## src/rtl/lzw_pkg.sv

```systemverilog
// Shared types and constants for the LZW compressor.
package lzw_pkg;
	localparam int CODE_BITS = 12;
	localparam int SYM_BITS = 8;
	localparam int FIRST_FREE_CODE = 256;
	localparam int DICT_CODES = 4096;
	localparam int CODE_LIMIT = (DICT_CODES < (1 << CODE_BITS)) ? DICT_CODES : (1 << CODE_BITS);
	localparam int NFC_BITS = CODE_BITS + 1;
	localparam int HASH_BITS = 12;
	localparam int HASH_DEPTH = 1 << HASH_BITS;
	localparam int EPOCH_BITS = 4;

	typedef enum logic [2:0] {
		ST_IDLE,
		ST_CLEAR,
		ST_PROBE,
		ST_CHECK,
		ST_EMIT,
		ST_FLUSH
	} lzw_state_t;

	typedef struct packed {
		logic clear_start;
		logic clear_step;
		logic load_first;
		logic probe;
		logic step_probe;
		logic take_hit;
		logic learn;
		logic emit_prefix;
		logic emit_last;
		logic restart;
	} lzw_cmd_t;

	typedef struct packed {
		logic clear_done;
		logic prefix_valid;
		logic hit;
		logic miss;
		logic out_busy;
		logic epoch_wrap;
	} lzw_status_t;

	function automatic logic [HASH_BITS-1:0] hash_pair(input logic [CODE_BITS-1:0] pre,
		input logic [SYM_BITS-1:0] sym);
		logic [23:0] v;
		v = {{(24-CODE_BITS){1'b0}}, pre} ^ {sym, 16'h0} ^ {8'h0, sym, 8'h0} ^ {16'h0, sym};
		return v[HASH_BITS-1:0] ^ v[23:24-HASH_BITS] ^ {sym[3:0], sym};
	endfunction
endpackage

```

## src/rtl/lzw_controller.sv

```systemverilog
// Controller state machine sequencing clear, probe, learn and emit.
module lzw_controller (
	input  logic                 clk,
	input  logic                 arst_n,
	input  logic                 in_valid,
	output logic                 in_ready,
	input  logic                 eos_flag,
	input  lzw_pkg::lzw_status_t status,
	output lzw_pkg::lzw_cmd_t    cmd
);
	import lzw_pkg::*;

	lzw_state_t state_q, state_d;
	logic accept;

	assign accept = in_valid && in_ready;

	always_ff @(posedge clk or negedge arst_n) begin
		if (!arst_n) state_q <= ST_CLEAR;
		else state_q <= state_d;
	end

	always_comb begin
		state_d = state_q;
		case (state_q)
			ST_CLEAR: if (status.clear_done) state_d = ST_IDLE;
			ST_IDLE: if (accept) state_d = status.prefix_valid ? ST_CHECK : ST_PROBE;
			ST_PROBE: if (eos_flag) state_d = ST_FLUSH; else state_d = ST_IDLE;
			ST_CHECK: begin
				if (status.hit) state_d = eos_flag ? ST_FLUSH : ST_IDLE;
				else if (status.miss) state_d = ST_EMIT;
			end
			ST_EMIT: if (!status.out_busy) state_d = eos_flag ? ST_FLUSH : ST_IDLE;
			ST_FLUSH: if (!status.out_busy) state_d = status.epoch_wrap ? ST_CLEAR : ST_IDLE;
			default: state_d = ST_IDLE;
		endcase
	end

	always_comb begin
		cmd = '0;
		in_ready = 1'b0;
		case (state_q)
			ST_CLEAR: cmd.clear_step = 1'b1;
			ST_IDLE: begin
				in_ready = 1'b1;
				if (accept) begin
					cmd.load_first = !status.prefix_valid;
					cmd.probe = status.prefix_valid;
				end
			end
			ST_PROBE: ;
			ST_CHECK: begin
				if (status.hit) cmd.take_hit = 1'b1;
				else if (!status.miss) cmd.step_probe = 1'b1;
			end
			ST_EMIT: if (!status.out_busy) begin
				cmd.emit_prefix = 1'b1;
				cmd.learn = 1'b1;
			end
			ST_FLUSH: if (!status.out_busy) begin
				cmd.emit_prefix = 1'b1;
				cmd.emit_last = 1'b1;
				cmd.restart = 1'b1;
				cmd.clear_start = status.epoch_wrap;
			end
			default: ;
		endcase
	end
endmodule

```

## config.mk

```make
export PLATFORM = sky130hd
export DESIGN_NAME = lzw_controller
export DESIGN_NICKNAME = d
export VERILOG_FILES = /design/src/rtl/lzw_pkg.sv /design/src/rtl/lzw_controller.sv
export SDC_FILE = /design/constraint.sdc
export NUM_CORES = 1
export LEC_CHECK = 0
export ABC_AREA = 1
export CAP_MARGIN = 20
export CORE_AREA = 2 2 39 41
export CTS_CLUSTER_DIAMETER = 150
export DETAILED_ROUTE_END_ITERATION = 10
export DIE_AREA = 0 0 41 43
export DONT_BUFFER_PORTS = 1
export GPL_TIMING_DRIVEN = 0
export PLACE_DENSITY = 0.35
export SLEW_MARGIN = 15
export SYNTH_ARGS = -nofsm -noshare
export SYNTH_HDL_FRONTEND = slang
export SYNTH_SLANG_ARGS = --single-unit
```

## constraint.sdc

```tcl
create_clock -name clk -period 1.63 [get_ports clk]
set_clock_uncertainty 0.15 [all_clocks]
set_input_delay 0.489 -clock clk [delete_from_list [all_inputs] [get_ports clk]]
set_output_delay 0.489 -clock clk [all_outputs]
set_load 0.05 [all_outputs]
```

==> impl_metrics.json <==
{
  "htreeDepth": 1,
  "io-pin-count": 21,
  "yosys.area_share.xor_xnor_pct": 0,
  "syn_nets": 70,
  "place_hpwl_um": 711.3,
  "ant_nets": 0,
  "die_h_um": 43,
  "cts_buffer_depth": 2,
  "top_regs": "state_q (3)",
  "path_max_fanout": 5,
  "antennaDiodeCount": 0,
  "vdd_ir_drop_max_uv": 820.4,
  "num_rows": 14,
  "drtPass1Iterations": 4,
  "crit_required_ps": 990,
  "io_buffers": 0,
  "r2r_slack_ps": 0,
  "hold_path.class": "in2async",
  "power.density_mw_per_mm2": 1789,
  "drt_iter0_markers": 6,
  "synth-simple-area-share_pct": 53.03,
  "num-fill-cells": 152,
  "drv_cap": 0,
  "synthCells": 60,
  "grt_pass1_wl_um": 1518,
  "fin_crit_ps": 2324,
  "place_area_um2": 430.4,
  "r2r_end": "state_q[2]$_DFFE_PN0P_",
  "setup_tns_ps": -5310,
  "drive_gt1_share_pct": 53.25,
  "cts.sinks": 3,
  "r2r-start": "state_q[0]$_DFFE_PN1P_",
  "final_util_pct": 46.38,
  "synth_compound_area_share_pct": 4.545,
  "power_mw": 1.148,
  "synth_top_family_by_area": "simple AND/OR/NAND/NOR gates",
  "grt_max_degree": 8,
  "fin_crit_sh_pct": 142.6,
  "slew_headroom_pct": 61.00,
  "setup_slack_ps": -694.3,
  "cts_tree": "yes",
  "grt_pass1_vias": 377,
  "violations": "setup timing",
  "outcome": "finished with violations",
  "arrival_ps": 1690,
  "antenna_found_initial": 0,
  "nets": 88,
  "postLayoutCellArea_um2": 641.9,
  "synth-warning-count": 0,
  "die_area_mm2": 0.001763,
  "cp-start-kind": "flop",
  "synth_mux_area_share_pct": 0,
  "avgSynthCellArea_um2": 5.505,
  "multi_input_area_um2": 321.6,
  "hold_viol": 0,
  "rsz0062_at_grt": "yes",
  "ys_seq_elements": 3,
  "globalplace.congestion": 0.7659,
  "start_util_pct": 23.87,
  "final_max_slew_viol_count": 0,
  "drc": 0,
  "regArea_um2": 77.57,
  "vias": 422,
  "coreArea_mm2": 0.001384,
  "cts_buffers": 3,
  "grt_overflow": 0,
  "die_w_um": 41,
  "wl_per_cell_um": 11.44,
  "wl_um": 1064,
  "vias_per_cell": 4.538,
  "clk_pin_slew_worst_paths_ps": 40,
  "synthToLayoutAreaGrowth_pct": 94.32,
  "end_kind": "primary output",
  "critPathKind": "reg2out",
  "synth_fa_ha_area_share_pct": 0,
  "reg2regPathDepth": 10,
  "max_freq_mhz": 430.2,
  "grt.total_usage_pct": 12.78,
  "seq_area_frac_synth_pct": 23.11,
  "largest_reg_flops": 3,
  "cellLeakagePower_nw": 0.3325,
  "clock_latency_ps": 230,
  "synthesis.area_um2": 330.3,
  "synth_cell_type_count": 14,
  "largest_register": "state_q",
  "root_buffer": "clkbuf_4",
  "worst_pin_slew_ps": 583.2,
  "setup_viol": 12
}
-- how the worst max path moves through the flow --
stage / from / end / slack [ps] / cells past startpoint
6_report: state_q[1]$_DFFE_PN0P_ / cmd[6] / -690 / 3
5_1_grt: state_q[0]$_DFFE_PN1P_ / cmd[6] / -770 / 3
4_1_cts: state_q[2]$_DFFE_PN0P_ / cmd[6] / -760 / 4
3_5_place_dp: state_q[2]$_DFFE_PN0P_ / cmd[6] / -550 / 4
3_3_place_gp: state_q[0]$_DFFE_PN1P_ / cmd[6] / -550 / 4
2_1_floorplan: state_q[2]$_DFFE_PN0P_ / cmd[6] / -490 / 4
-- cell usage in the layout, fill, tap and decap left out --
cell type and count:
inv_1 7, dfrtp_2 1, dfstp_2 1, dfrtp_1 1, o21ai_0 2, clkbuf_1 1
nor2_2 1, nand3_1 3, a21oi_1 1, clkbuf_4 3, dlygate4sd3_1 1, nor2_1 5
nand2_1 14, buf_4 7, nand2_4 5, inv_2 1, nor2_4 5, nand2_2 2
nor3_4 5, buf_6 8, nand3b_1 1, inv_4 1, clkinvlp_4 1
-- worst max-delay path, cell delays in order (launching register included) --
cell	delay, ps
dfrtp_2	460
nor3_4	470
nand2_2	200
nor2_4	330
-- synthesized netlist by cell type --
cell	count	area share (%)
inv_1	10	11
buf_6	1	3.4
o21ai_0	2	3.0
buf_4	2	4.5
nand3b_1	1	2.3
nand3_1	3	4.5
nor2_2	1	1.9
dfrtp_1	2	15
nor2_1	10	11
dfstp_2	1	8.0
nand2_2	2	3.8
nand2_1	19	22
a21oi_1	1	1.5
nor3_1	5	7.6
-- cell families after synthesis --
group	Yosys count
AO/OA/AOI/OAI	3
buffers and inverters	13
flip-flops	3
AND/OR/NAND/NOR	41
-- through the flow --
stage	hold WS [ps]	worst slack, ps	instances
after floorplan	43.41	-491.1	60
after global placement	43.47	-546.6	76
after detailed placement	43.48	-546.9	76
after CTS	293.4	-762.4	89
after global routing	357.1	-773.2	93
final	358.4	-694.3	93
-- where the power goes --
part / leakage [nW] / internal, mW / switching (mW)
clock network: 0.0150 / 0.0915 / 0.0350
logic: 0.282 / 0.320 / 0.527
registers: 0.0354 / 0.116 / 0.0594
total: 0.333 / 0.527 / 0.621
-- cell type report --
cell class / count / area share [%]
multi-input cells: 44 / 50.10
flip-flops and latches: 3 / 12.09
inverters: 10 / 6.823
clock buffers: 4 / 4.094
plain buffers: 1 / 1.754
well taps: 16 / 3.119
repair buffers: 15 / 22.03
-- layer usage --
metal | global-route usage (%) | wire, um | share of wire, % | up-vias
met5 | 0 | 0 | 0 | -
met4 | 6.000 | 0 | 0 | 0
met3 | 3.665 | 54 | 5.1 | 0
met2 | 17.81 | 558 | 52 | 13
met1 | 17.48 | 451 | 42 | 190
li1 | - | - | - | 219
-- repair_timing --
| item | 4_1_cts | 5_1_grt |
|---|---|---|
| setup endpoints to repair | 11 | 14 |
| setup buffers | 8 | 6 |
| endpoints found under the hold margin | 3 | 0 |
| hold buffers | 1 | 0 |
| pin swaps | 7 | 10 |
| cloned | 0 | 0 |
| gates resized for setup | 15 | 11 |
Note: power is estimated with default switching activity, not from simulation.
